===== config.mk =====
export PLATFORM = sky130hd
export DESIGN_NAME = quadcopter_attitude_pd_mixer_top
export DESIGN_NICKNAME = d
export VERILOG_FILES = /design/src/hw/rtl/qapm_pkg.sv /design/src/hw/rtl/qapm_ctrl.sv /design/src/hw/rtl/qapm_datapath.sv /design/src/hw/rtl/quadcopter_attitude_pd_mixer_top.sv
export SDC_FILE = /design/constraint.sdc
export NUM_CORES = 2
export LEC_CHECK = 0
export ABC_AREA = 1
export BUFFER_PORTS_ARGS = -buffer_cell sky130_fd_sc_hd__buf_2
export CAP_MARGIN = 20
export CORE_ASPECT_RATIO = 1.1
export CORE_UTILIZATION = 30
export CTS_CLUSTER_SIZE = 24
export DETAILED_ROUTE_END_ITERATION = 7
export GPL_TIMING_DRIVEN = 0
export PLACE_DENSITY = 0.42
export SETUP_SLACK_MARGIN = 0.2
export SLEW_MARGIN = 20
export SYNTH_ARGS = -nofsm -noshare
export SYNTH_HDL_FRONTEND = slang
export SYNTH_SLANG_ARGS = --single-unit

===== constraint.sdc =====
create_clock -name clk -period 7.5 [get_ports clk]
set_input_delay 0.75 -clock clk [delete_from_list [all_inputs] [get_ports clk]]
set_output_delay 0.75 -clock clk [all_outputs]
set_load 0.005 [all_outputs]

===== src/hw/rtl/qapm_pkg.sv =====
// ----------------------------------------------------------------------------
// qapm_pkg
// Shared constants, types and the thrust table of the attitude PD mixer.
// ----------------------------------------------------------------------------
package qapm_pkg;

    // Fixed point: angles and rates carry this many fraction bits
    localparam int ANGLE_FRAC_BITS = 6;

    // Field widths
    localparam int ANGLE_W   = 15;
    localparam int RATE_W    = 18;
    localparam int STICK_W   = 9;
    localparam int GAIN_W    = 8;
    localparam int MOTOR_W   = 13;
    localparam int MODE_W    = 2;
    localparam int CNT_W     = 6;
    localparam int CFG_IDX_W = 3;
    localparam int GAIN_CNT  = 6;

    localparam int IN_TDATA_W  = 136;
    localparam int OUT_TDATA_W = 56;

    // Motor speeds and term limits
    localparam int IDLE_SPEED = 2400;
    localparam int LOW_SPEED  = IDLE_SPEED + 150;
    localparam int TOP_SPEED  = 5200;
    localparam int PR_LIMIT   = (TOP_SPEED - LOW_SPEED) * 3 / 10;
    localparam int YAW_LIMIT  = (TOP_SPEED - LOW_SPEED) * 2 / 10;

    // Stick thresholds and blink period
    localparam int STICK_LOW    = -((498 - 249) / 2);
    localparam int YAW_DEADBAND = 5;
    localparam int BLINK_PERIOD = 40;

    // Mode codes
    localparam logic [MODE_W-1:0] MODE_IDLE   = 2'd0;
    localparam logic [MODE_W-1:0] MODE_ARMED  = 2'd1;
    localparam logic [MODE_W-1:0] MODE_FLYING = 2'd2;

    // Gain register indexes and reset values
    localparam logic [CFG_IDX_W-1:0] REG_PITCH_P = 3'd0;
    localparam logic [CFG_IDX_W-1:0] REG_PITCH_D = 3'd1;
    localparam logic [CFG_IDX_W-1:0] REG_ROLL_P  = 3'd2;
    localparam logic [CFG_IDX_W-1:0] REG_ROLL_D  = 3'd3;
    localparam logic [CFG_IDX_W-1:0] REG_YAW_P   = 3'd4;
    localparam logic [CFG_IDX_W-1:0] REG_YAW_D   = 3'd5;
    localparam int P_GAIN_RST = 48;
    localparam int D_GAIN_RST = 16;

    // Error is tilt in 1/8 of an angle unit minus the stick in degrees
    localparam int STICK_ERR_SH = 3;
    localparam int ERR_W = ((17 > 8 + ANGLE_FRAC_BITS) ? 17 : 8 + ANGLE_FRAC_BITS) + 2;
    localparam int CRASH_LIM = (90 << STICK_ERR_SH) << ANGLE_FRAC_BITS;

    // Shared multiplier
    localparam int MUL_A_W = (ERR_W > RATE_W) ? ERR_W : RATE_W;
    localparam int MUL_B_W = 17;
    localparam int PROD_W  = MUL_A_W + MUL_B_W;
    localparam int TERM_W  = 12;
    localparam int MIX_W   = 15;

    // Rounding shifts: P over 2^F*128, D over 2^F*16
    localparam int P_SH   = ANGLE_FRAC_BITS + 7;
    localparam int D_SH   = ANGLE_FRAC_BITS + 4;
    localparam int P_HALF = 1 << (P_SH - 1);
    localparam int D_HALF = 1 << (D_SH - 1);

    // Yaw stick term: nearest of n/80 as floor((n+40)/16) then floor(./5)
    localparam int YAW_STICK_DIV = 80;
    localparam int STICK_ROUND   = YAW_STICK_DIV / 2;
    localparam int STICK_PRE_SH  = 4;
    localparam int RECIP_DIV     = YAW_STICK_DIV >> STICK_PRE_SH;
    localparam int RECIP_SH      = 18;
    localparam int RECIP_MUL     = ((1 << RECIP_SH) + RECIP_DIV - 1) / RECIP_DIV;
    localparam int RECIP_BIAS    = 5000;
    localparam int RECIP_OFFS    = RECIP_BIAS / RECIP_DIV;
    localparam int RECIP_W       = 14;

    // Thrust table: round(89.44 * sqrt(t)), t = 0..255
    localparam int ROOT_W    = 11;
    localparam int THR_IDX_W = STICK_W - 1;
    localparam int THR_CNT   = 1 << THR_IDX_W;

    function automatic logic [THR_CNT-1:0][ROOT_W-1:0] build_thrust_tab();
        logic [THR_CNT-1:0][ROOT_W-1:0] tab;
        longint lim;
        longint lo;
        longint hi;
        longint mid;
        for (int t = 0; t < THR_CNT; t++)
        begin
            // count odd k with k*k*10000 <= 4*79995136*t
            lim = (longint'(4) * 79995136 * t) / 10000;
            lo  = 0;
            hi  = 4095;
            for (int k = 0; k < 13; k++)
            begin
                mid = (lo + hi + 1) >> 1;
                if (mid * mid <= lim)
                    lo = mid;
                else
                    hi = mid - 1;
            end
            tab[t] = ROOT_W'((lo + 1) >> 1);
        end
        return tab;
    endfunction

    localparam logic [THR_CNT-1:0][ROOT_W-1:0] THRUST_TAB = build_thrust_tab();

    // Term sequence of one flying tick
    typedef enum logic [2:0] {
        OP_PITCH_P,
        OP_PITCH_D,
        OP_ROLL_P,
        OP_ROLL_D,
        OP_YAW_P,
        OP_YAW_RECIP,
        OP_YAW_D
    } op_t;

    // Controller to datapath
    typedef struct packed {
        logic              load;
        logic              mul_en;
        logic              post_en;
        op_t               op;
        logic              out_load;
        logic [MODE_W-1:0] motor_mode;
        logic [MODE_W-1:0] mode_next;
        logic              led_next;
    } dp_cmd_t;

    // Datapath to controller
    typedef struct packed {
        logic thr_pos;
        logic thr_low;
        logic arm_ok;
        logic crash;
        logic yaw_cmd;
    } dp_status_t;

endpackage


===== src/hw/rtl/qapm_ctrl.sv =====
// ----------------------------------------------------------------------------
// qapm_ctrl
// Tick sequencer and flight mode machine: steps the datapath through the
// PD terms, owns the arming mode, the blink counter and the output valid.
// ----------------------------------------------------------------------------
module qapm_ctrl
    import qapm_pkg::*;
(
    input  logic       clk,
    input  logic       rst_n,
    input  logic       s_tvalid,
    output logic       s_tready,
    output logic       m_tvalid,
    input  logic       m_tready,
    input  dp_status_t status,
    output dp_cmd_t    cmd
);

    typedef enum logic [1:0] {
        S_IDLE,
        S_MUL,
        S_POST,
        S_FINISH
    } state_t;

    state_t            state_reg, state_next;
    op_t               op_reg, op_next;
    logic [MODE_W-1:0] mode_reg, mode_next;
    logic [CNT_W-1:0]  blink_reg, blink_next;
    logic              led_reg, led_next;
    logic              m_tvalid_reg, m_tvalid_next;

    logic [MODE_W-1:0] mode_new;
    logic [CNT_W-1:0]  blink_new;
    logic              led_new;
    logic              finish;

    // Mode, blink and LED outcome of the current tick
    always_comb
    begin
        mode_new  = MODE_IDLE;
        blink_new = blink_reg;
        led_new   = led_reg;
        unique case (mode_reg)
            MODE_ARMED:
            begin
                mode_new = status.thr_pos ? MODE_FLYING : MODE_ARMED;
            end
            MODE_FLYING:
            begin
                mode_new = (status.thr_low || status.crash) ? MODE_IDLE : MODE_FLYING;
                if (blink_reg == CNT_W'(BLINK_PERIOD))
                    led_new = !led_reg;
                blink_new = ((blink_reg >= CNT_W'(BLINK_PERIOD)) ? '0 : blink_reg)
                          + CNT_W'(1);
            end
            default:
            begin
                // idle, and the unused code acts as idle
                mode_new = status.arm_ok ? MODE_ARMED : MODE_IDLE;
            end
        endcase
    end

    assign finish = (state_reg == S_FINISH) && (!m_tvalid_reg || m_tready);

    // Sequencer
    always_comb
    begin
        state_next = state_reg;
        op_next    = op_reg;
        unique case (state_reg)
            S_IDLE:
            begin
                if (s_tvalid)
                begin
                    op_next    = OP_PITCH_P;
                    state_next = (mode_reg == MODE_FLYING) ? S_MUL : S_FINISH;
                end
            end
            S_MUL:
            begin
                state_next = S_POST;
            end
            S_POST:
            begin
                state_next = S_MUL;
                case (op_reg)
                    OP_PITCH_P:   op_next = OP_PITCH_D;
                    OP_PITCH_D:   op_next = OP_ROLL_P;
                    OP_ROLL_P:    op_next = OP_ROLL_D;
                    OP_ROLL_D:    op_next = OP_YAW_P;
                    OP_YAW_P:     op_next = status.yaw_cmd ? OP_YAW_RECIP : OP_YAW_D;
                    OP_YAW_RECIP: op_next = OP_YAW_D;
                    default:      state_next = S_FINISH;
                endcase
            end
            S_FINISH:
            begin
                if (finish)
                    state_next = S_IDLE;
            end
            default:
            begin
                state_next = S_IDLE;
            end
        endcase
    end

    // Commit of the tick and output valid
    always_comb
    begin
        mode_next  = finish ? mode_new : mode_reg;
        blink_next = finish ? blink_new : blink_reg;
        led_next   = finish ? led_new : led_reg;
        if (finish)
            m_tvalid_next = 1'b1;
        else if (m_tready)
            m_tvalid_next = 1'b0;
        else
            m_tvalid_next = m_tvalid_reg;
    end

    always_ff @(posedge clk or negedge rst_n)
    begin
        if (!rst_n)
        begin
            state_reg    <= S_IDLE;
            op_reg       <= OP_PITCH_P;
            mode_reg     <= MODE_IDLE;
            blink_reg    <= '0;
            led_reg      <= 1'b0;
            m_tvalid_reg <= 1'b0;
        end
        else
        begin
            state_reg    <= state_next;
            op_reg       <= op_next;
            mode_reg     <= mode_next;
            blink_reg    <= blink_next;
            led_reg      <= led_next;
            m_tvalid_reg <= m_tvalid_next;
        end
    end

    // Outputs
    assign s_tready = (state_reg == S_IDLE);
    assign m_tvalid = m_tvalid_reg;

    always_comb
    begin
        cmd.load       = s_tvalid && (state_reg == S_IDLE);
        cmd.mul_en     = (state_reg == S_MUL);
        cmd.post_en    = (state_reg == S_POST);
        cmd.op         = op_reg;
        cmd.out_load   = finish;
        cmd.motor_mode = mode_reg;
        cmd.mode_next  = mode_new;
        cmd.led_next   = led_new;
    end

endmodule


===== src/hw/rtl/qapm_datapath.sv =====
// ----------------------------------------------------------------------------
// qapm_datapath
// Gain registers, input capture, shared multiplier with rounding and
// clamping of the PD terms, X mixer and the output register.
// ----------------------------------------------------------------------------
module qapm_datapath
    import qapm_pkg::*;
(
    input  logic                   clk,
    input  logic                   rst_n,
    input  logic                   cfg_we,
    input  logic [CFG_IDX_W-1:0]   cfg_index,
    input  logic [GAIN_W-1:0]      cfg_data,
    input  logic [IN_TDATA_W-1:0]  s_tdata,
    input  dp_cmd_t                cmd,
    output dp_status_t             status,
    output logic [OUT_TDATA_W-1:0] m_tdata
);

    // Input field offsets
    localparam int TX_LSB  = 0;
    localparam int TY_LSB  = TX_LSB + ANGLE_W;
    localparam int HZ_LSB  = TY_LSB + ANGLE_W;
    localparam int RX_LSB  = HZ_LSB + ANGLE_W;
    localparam int RY_LSB  = RX_LSB + RATE_W;
    localparam int RZ_LSB  = RY_LSB + RATE_W;
    localparam int THR_LSB = RZ_LSB + RATE_W;
    localparam int SP_LSB  = THR_LSB + STICK_W;
    localparam int SR_LSB  = SP_LSB + STICK_W;
    localparam int SY_LSB  = SR_LSB + STICK_W;

    // Gains
    logic [GAIN_W-1:0] gain_reg [GAIN_CNT];

    // Captured tick
    logic signed [ERR_W-1:0]   ex_reg, ey_reg;
    logic signed [ANGLE_W-1:0] hz_reg;
    logic signed [RATE_W-1:0]  rx_reg, ry_reg, rz_reg;
    logic signed [STICK_W:0]   sy_neg_reg;
    logic [MOTOR_W-1:0]        base_reg;
    dp_status_t                status_reg;

    // Term pipeline
    logic signed [PROD_W-1:0]  prod_reg;
    logic [RECIP_W-1:0]        recip_reg;
    logic signed [TERM_W-1:0]  p_acc_reg, r_acc_reg, y_acc_reg;
    logic [OUT_TDATA_W-1:0]    out_reg;

    // Input unpack
    logic signed [ANGLE_W-1:0] tx, ty, hz;
    logic signed [RATE_W-1:0]  rx, ry, rz;
    logic signed [STICK_W-1:0] thr, sp, sr, sy;
    logic [THR_IDX_W-1:0]      thr_idx;
    logic signed [ERR_W-1:0]   ex_next, ey_next;
    logic [MOTOR_W-1:0]        base_next;
    dp_status_t                status_next;

    assign tx  = s_tdata[TX_LSB +: ANGLE_W];
    assign ty  = s_tdata[TY_LSB +: ANGLE_W];
    assign hz  = s_tdata[HZ_LSB +: ANGLE_W];
    assign rx  = s_tdata[RX_LSB +: RATE_W];
    assign ry  = s_tdata[RY_LSB +: RATE_W];
    assign rz  = s_tdata[RZ_LSB +: RATE_W];
    assign thr = s_tdata[THR_LSB +: STICK_W];
    assign sp  = s_tdata[SP_LSB +: STICK_W];
    assign sr  = s_tdata[SR_LSB +: STICK_W];
    assign sy  = s_tdata[SY_LSB +: STICK_W];

    // Angle errors, thrust base and tick flags at capture
    assign ey_next = (ERR_W'(ty) <<< STICK_ERR_SH) - (ERR_W'(sp) <<< ANGLE_FRAC_BITS);
    assign ex_next = (ERR_W'(tx) <<< STICK_ERR_SH) - (ERR_W'(sr) <<< ANGLE_FRAC_BITS);
    assign thr_idx = thr[STICK_W-1] ? '0 : thr[THR_IDX_W-1:0];
    assign base_next = MOTOR_W'(LOW_SPEED) + MOTOR_W'(THRUST_TAB[thr_idx]);

    always_comb
    begin
        status_next.thr_pos = (thr > 0);
        status_next.thr_low = (thr <= STICK_LOW);
        status_next.arm_ok  = (thr <= STICK_LOW) && (sy <= STICK_LOW)
                           && (sp <= STICK_LOW) && (sr >= STICK_LOW);
        status_next.crash   = (ex_next < -CRASH_LIM) || (ex_next > CRASH_LIM)
                           || (ey_next < -CRASH_LIM) || (ey_next > CRASH_LIM);
        status_next.yaw_cmd = (sy < -YAW_DEADBAND) || (sy > YAW_DEADBAND);
    end

    // Gain registers
    always_ff @(posedge clk or negedge rst_n)
    begin
        if (!rst_n)
        begin
            gain_reg[REG_PITCH_P] <= GAIN_W'(P_GAIN_RST);
            gain_reg[REG_PITCH_D] <= GAIN_W'(D_GAIN_RST);
            gain_reg[REG_ROLL_P]  <= GAIN_W'(P_GAIN_RST);
            gain_reg[REG_ROLL_D]  <= GAIN_W'(D_GAIN_RST);
            gain_reg[REG_YAW_P]   <= GAIN_W'(P_GAIN_RST);
            gain_reg[REG_YAW_D]   <= GAIN_W'(D_GAIN_RST);
        end
        else if (cfg_we && (cfg_index <= REG_YAW_D))
        begin
            gain_reg[cfg_index] <= cfg_data;
        end
    end

    // Multiplier operand select
    logic signed [MUL_A_W-1:0] mul_a;
    logic signed [MUL_B_W-1:0] mul_b;

    always_comb
    begin
        case (cmd.op)
            OP_PITCH_P:
            begin
                mul_a = MUL_A_W'(ey_reg);
                mul_b = MUL_B_W'(gain_reg[REG_PITCH_P]);
            end
            OP_PITCH_D:
            begin
                mul_a = MUL_A_W'(rx_reg);
                mul_b = MUL_B_W'(gain_reg[REG_PITCH_D]);
            end
            OP_ROLL_P:
            begin
                mul_a = MUL_A_W'(ex_reg);
                mul_b = MUL_B_W'(gain_reg[REG_ROLL_P]);
            end
            OP_ROLL_D:
            begin
                mul_a = MUL_A_W'(ry_reg);
                mul_b = MUL_B_W'(gain_reg[REG_ROLL_D]);
            end
            OP_YAW_P:
            begin
                // stick command overrides heading hold
                mul_a = status_reg.yaw_cmd ? MUL_A_W'(sy_neg_reg) : MUL_A_W'(hz_reg);
                mul_b = MUL_B_W'(gain_reg[REG_YAW_P]);
            end
            OP_YAW_RECIP:
            begin
                mul_a = MUL_A_W'(recip_reg);
                mul_b = MUL_B_W'(RECIP_MUL);
            end
            default:
            begin
                mul_a = MUL_A_W'(rz_reg);
                mul_b = MUL_B_W'(gain_reg[REG_YAW_D]);
            end
        endcase
    end

    // Rounding of the product
    logic signed [PROD_W-1:0] p_rnd, d_rnd, stick_pre, recip_q, term_raw;
    logic [RECIP_W-1:0]       recip_next;
    logic signed [TERM_W-1:0] term;
    logic                     yaw_term;

    assign p_rnd      = (prod_reg + PROD_W'(P_HALF)) >>> P_SH;
    assign d_rnd      = (prod_reg + PROD_W'(D_HALF)) >>> D_SH;
    assign stick_pre  = (prod_reg + PROD_W'(STICK_ROUND)) >>> STICK_PRE_SH;
    assign recip_next = RECIP_W'(stick_pre + PROD_W'(RECIP_BIAS));
    assign recip_q    = (prod_reg >>> RECIP_SH) - PROD_W'(RECIP_OFFS);

    always_comb
    begin
        case (cmd.op)
            OP_PITCH_P, OP_ROLL_P: term_raw = p_rnd;
            OP_YAW_RECIP:          term_raw = recip_q;
            default:               term_raw = d_rnd;
        endcase
    end

    assign yaw_term = (cmd.op == OP_YAW_P) || (cmd.op == OP_YAW_RECIP)
                   || (cmd.op == OP_YAW_D);

    // Clamp to the axis limit
    always_comb
    begin
        if (yaw_term)
        begin
            if (term_raw < -YAW_LIMIT)
                term = TERM_W'(-YAW_LIMIT);
            else if (term_raw > YAW_LIMIT)
                term = TERM_W'(YAW_LIMIT);
            else
                term = TERM_W'(term_raw);
        end
        else
        begin
            if (term_raw < -PR_LIMIT)
                term = TERM_W'(-PR_LIMIT);
            else if (term_raw > PR_LIMIT)
                term = TERM_W'(PR_LIMIT);
            else
                term = TERM_W'(term_raw);
        end
    end

    // X mixer
    logic signed [MIX_W-1:0]   base_s, p_s, r_s, y_s;
    logic signed [MIX_W-1:0]   mix [4];
    logic [MOTOR_W-1:0]        motor [4];

    assign base_s = MIX_W'(base_reg);
    assign p_s    = MIX_W'(p_acc_reg);
    assign r_s    = MIX_W'(r_acc_reg);
    assign y_s    = MIX_W'(y_acc_reg);

    assign mix[0] = base_s + p_s - r_s + y_s;
    assign mix[1] = base_s + p_s + r_s - y_s;
    assign mix[2] = base_s - p_s + r_s + y_s;
    assign mix[3] = base_s - p_s - r_s - y_s;

    always_comb
    begin
        for (int i = 0; i < 4; i++)
        begin
            case (cmd.motor_mode)
                MODE_FLYING:
                begin
                    if (mix[i] < LOW_SPEED)
                        motor[i] = MOTOR_W'(LOW_SPEED);
                    else if (mix[i] > TOP_SPEED)
                        motor[i] = MOTOR_W'(TOP_SPEED);
                    else
                        motor[i] = MOTOR_W'(mix[i]);
                end
                MODE_ARMED: motor[i] = MOTOR_W'(LOW_SPEED);
                default:    motor[i] = MOTOR_W'(IDLE_SPEED);
            endcase
        end
    end

    // Capture, term accumulation and output register
    always_ff @(posedge clk)
    begin
        if (cmd.load)
        begin
            ex_reg     <= ex_next;
            ey_reg     <= ey_next;
            hz_reg     <= hz;
            rx_reg     <= rx;
            ry_reg     <= ry;
            rz_reg     <= rz;
            sy_neg_reg <= -((STICK_W + 1)'(sy));
            base_reg   <= base_next;
            status_reg <= status_next;
            p_acc_reg  <= '0;
            r_acc_reg  <= '0;
            y_acc_reg  <= '0;
        end

        if (cmd.mul_en)
            prod_reg <= mul_a * mul_b;

        if (cmd.post_en)
        begin
            case (cmd.op)
                OP_PITCH_P, OP_PITCH_D: p_acc_reg <= p_acc_reg + term;
                OP_ROLL_P, OP_ROLL_D:   r_acc_reg <= r_acc_reg + term;
                OP_YAW_P:
                begin
                    if (status_reg.yaw_cmd)
                        recip_reg <= recip_next;
                    else
                        y_acc_reg <= y_acc_reg + term;
                end
                default:                y_acc_reg <= y_acc_reg + term;
            endcase
        end

        if (cmd.out_load)
            out_reg <= {status_reg.yaw_cmd, cmd.led_next, cmd.mode_next,
                        motor[3], motor[2], motor[1], motor[0]};
    end

    assign status  = status_reg;
    assign m_tdata = out_reg;

endmodule


===== src/hw/rtl/quadcopter_attitude_pd_mixer_top.sv =====
// ----------------------------------------------------------------------------
// quadcopter_attitude_pd_mixer_top
// PD attitude controller with arming modes and X motor mixer, one result
// per control tick.
// ----------------------------------------------------------------------------
// One input transfer is one control tick and gives one result transfer. In
// idle or armed mode a tick goes from accept straight to its finish state.
// In flying mode the PD terms run one after another through a single shared
// 19x17 multiplier, each term a multiply, then round, clamp and accumulate.
// Yaw uses heading hold; when the yaw stick is outside its deadband the
// stick term adds a reciprocal multiply for its division by 80. The result
// sits in an output register; the next tick is accepted while it waits, and
// its own result is written once the previous one has been taken. Gains are
// to be written through the cfg port only while no tick is in progress; the
// user must keep to this, the block itself does not enforce it. Indexes
// above five are ignored.
// ----------------------------------------------------------------------------
module quadcopter_attitude_pd_mixer_top
    import qapm_pkg::*;
(
    input  logic                   clk,
    input  logic                   rst_n,
    // gain register write
    input  logic                   cfg_we,
    input  logic [CFG_IDX_W-1:0]   cfg_index,
    input  logic [GAIN_W-1:0]      cfg_data,
    // tick input
    input  logic                   s_tvalid,
    output logic                   s_tready,
    // tilt_x, tilt_y, heading, rate_x, rate_y, rate_z,
    // stick_throttle, stick_pitch, stick_roll, stick_yaw, one pad bit
    input  logic [IN_TDATA_W-1:0]  s_tdata,
    // result output
    output logic                   m_tvalid,
    input  logic                   m_tready,
    // motor_one, motor_two, motor_three, motor_four,
    // flight_mode, status_led, heading_zero
    output logic [OUT_TDATA_W-1:0] m_tdata
);

    dp_cmd_t    cmd;
    dp_status_t status;

    // Sequencer and mode machine
    qapm_ctrl u_ctrl (
        .clk      (clk),
        .rst_n    (rst_n),
        .s_tvalid (s_tvalid),
        .s_tready (s_tready),
        .m_tvalid (m_tvalid),
        .m_tready (m_tready),
        .status   (status),
        .cmd      (cmd)
    );

    // Arithmetic and output register
    qapm_datapath u_datapath (
        .clk       (clk),
        .rst_n     (rst_n),
        .cfg_we    (cfg_we),
        .cfg_index (cfg_index),
        .cfg_data  (cfg_data),
        .s_tdata   (s_tdata),
        .cmd       (cmd),
        .status    (status),
        .m_tdata   (m_tdata)
    );

endmodule


==> flow_metrics.env <==
export IMPL_synth_warning_count=0
export IMPL_synth_most_common_cell="nand2_1"
export IMPL_dieArea_mm2=0.117
export IMPL_die_h_um=359
export IMPL_clock_latency_ps=650
export IMPL_multi_input_area_mm2=0.0226
export IMPL_cp_end_kind="flip-flop"
export IMPL_status="completed"
export IMPL_nets=5474
export IMPL_place_area_mm2=0.0381
export IMPL_portBuffers=206
export IMPL_slowest_stage="fa_1"
export IMPL_cts_sinks=331
export IMPL_vias=30300
export IMPL_die_w_um=327
export IMPL_root_buffer="clkbuf_16"
export IMPL_initialDrtViolationCount=1946
export IMPL_routed_wl_um=120000
export IMPL_synth_top_cells_by_area="edfxtp_1, fa_1, nand2_1"
export IMPL_grt_pass1_vias=30500
export IMPL_design_area_mm2=0.0404
export IMPL_slowest_delay_ps=580
export IMPL_fin_crit_ps=7100
export IMPL_num_fill_cells=12400
export IMPL_grt_total_usage_pct=20.2
export IMPL_grt_first_pass_wirelength_um=183000
export IMPL_async_flop_share_pct=19.0
export IMPL_rows=130
export IMPL_start_util_pct=30.4
export IMPL_clkSlewWorstSetupHoldPaths_ps=70
export IMPL_max_slew_margin_pct=20.3
export IMPL_r2r_start="u_ctrl.op_reg[2]$_DFFE_PN0P_"
export IMPL_crit_fanout=10
export IMPL_via_per_inst=4.78
export IMPL_wl_per_cell_um=19.0
export IMPL_syn_inst=4455
export IMPL_route_detailed_drc=0
export IMPL_dr_pass1_iters=5
export IMPL_ios=210
export IMPL_ant_nets=0
export IMPL_arrival_ps=7460
export IMPL_synth_top_cells_by_count="nand2_1, inv_1, nand3_1"
export IMPL_largest_reg_flops=56
export IMPL_hp_start="s_tdata[32]"
export IMPL_place_hpwl_um=100000
export IMPL_worstMarginPinSlew_ps=1190
export IMPL_avgSynthCellArea_um2=7.81
export IMPL_yosys_area_top_type="edfxtp_1"
export IMPL_antenna_found_initial=13
export IMPL_maxCapViolations=0
export IMPL_synthesis_area_mm2=0.0348
export IMPL_crit_path_start="u_ctrl.op_reg[2]$_DFFE_PN0P_"
export IMPL_hold_violations=0
export IMPL_grt_overflow_total=0
export IMPL_synth_edf_count=232
export IMPL_htree_levels=2
export IMPL_crit_type="flip-flop to flip-flop"
export IMPL_synth_seq_cells=331
export IMPL_syn_to_final_growth_pct=16.0
export IMPL_yosysSeqAreaShare_pct=26.6
export IMPL_final_max_slew_viol_count=0
export IMPL_synthFlopType="edfxtp_1"
export IMPL_hp_class="input port to flip-flop"
export IMPL_max_freq_ghz=0.141
export IMPL_gp_congestion=0.924
export IMPL_tns_ps=0
export IMPL_seqCellArea_mm2=0.00928
export IMPL_grt_max_degree=45
export IMPL_fin_crit_sh_pct=94.7
export IMPL_worstPathRequired_ps=7860
export IMPL_finClkSkew_ps=54.7
export IMPL_synth_top_area_share_pct=20.0
export IMPL_coreArea_mm2=0.115
export IMPL_cts_tree="yes"
export IMPL_clockBufferDepth=3
export IMPL_rsz0062_at_grt="true"
export IMPL_drive_gt1_share_pct=11.4
export IMPL_setup_violations=0
export IMPL_startpoint_type="flip-flop"
export IMPL_synth_cell_types=66
export IMPL_cts_inserted_buffers=42
per-stage QoR:
stage / setup WS, ps / cells / utilization [%] / hold slack, ps
floorplan: 876 / 4480 / - / 448
global placement: -1460 / 6204 / 33.0 / 466
detailed placement: -1370 / 6212 / 33.2 / 471
CTS: 210 / 6305 / 34.7 / 253
global route: 141 / 6332 / 35.2 / 278
finish: 399 / 6332 / 35.2 / 304
timing repair:
item	CTS	global route
hold endpoints to repair	5	0
gates resized for setup	93	86
pin swaps	8	17
setup endpoints to repair	25	19
hold buffers	1	0
buffers inserted	14	27
cell type report:
cell class	count	share of cell area (%)
inverters	828	7.75
repair buffers	256	3.87
diodes	1	0.00620
plain buffers	90	1.29
multi-input cells	3230	56.1
flip-flops and latches	331	23.0
clock buffers	56	2.81
clock inverters	22	0.533
well taps	1518	4.70
worst paths after layout:
kind	cells past startpoint	slack, ps	to
max	33	400	u_datapath.prod_reg[32]$_DFFE_PP_
min	1	300	u_datapath.hz_reg[2]$_DFFE_PP_
max reg2reg	33	400	u_datapath.prod_reg[32]$_DFFE_PP_
min reg2reg	2	480	u_datapath.gain_reg[15]$_DFFE_PN0P_
max in group asynchronous	3	6320	u_datapath.gain_reg[29]$_DFFE_PN1P_
min in group asynchronous	2	590	u_datapath.gain_reg[25]$_DFFE_PN0P_
worst max-delay path, delay by kind of cell, from the launching register on:
family,cells,cell delay [ps]
simple gates,10,1050
buf+inv,10,1220
xor+xnor,1,140
fa+ha+maj,7,3230
flops,1,360
compound gates,5,790
routing by layer:
layer | track usage (%) | share of wire (%) | up-vias
met2 | 34.0 | 47 | 714
met1 | 27.2 | 46 | 14400
met5 | 0 | 0.087 | -
met4 | 5.28 | 2.5 | 20
li1 | - | - | 15000
met3 | 2.58 | 4.2 | 149
cells by family (layout without fill, tap and decap cells):
| family | count (synthesis) | count (layout) | share of synthesized area, % |
|---|---|---|---|
| AND/OR/NAND/NOR | 1813 | 1813 | 22.0 |
| other | 2 | 28 | 0.0216 |
| AO/OA/AOI/OAI | 666 | 666 | 11.2 |
| buffers and inverters | 919 | 1252 | 10.1 |
| XOR/XNOR | 181 | 181 | 4.60 |
| adder cells (fa/ha/maj) | 543 | 543 | 25.4 |
| flip-flops | 331 | 331 | 26.6 |
layout by cell type (no fill, tap or decap), types with 23 or more instances in the layout:
cell type / instances
a21oi_1: 226
buf_2: 231
buf_4: 51
clkbuf_1: 41
clkbuf_16: 42
conb_1: 27
dfrtp_1: 52
dfxtp_1: 36
edfxtp_1: 232
fa_1: 272
ha_1: 264
inv_1: 800
nand2_1: 1014
nand3_1: 302
nand4_1: 58
nor2_1: 289
nor3_1: 40
o211ai_1: 23
o21ai_0: 214
xnor2_1: 38
xor2_1: 141
Power is not shown: default switching activity piles up to over one toggle a cycle in this logic, so the estimate is an artifact.
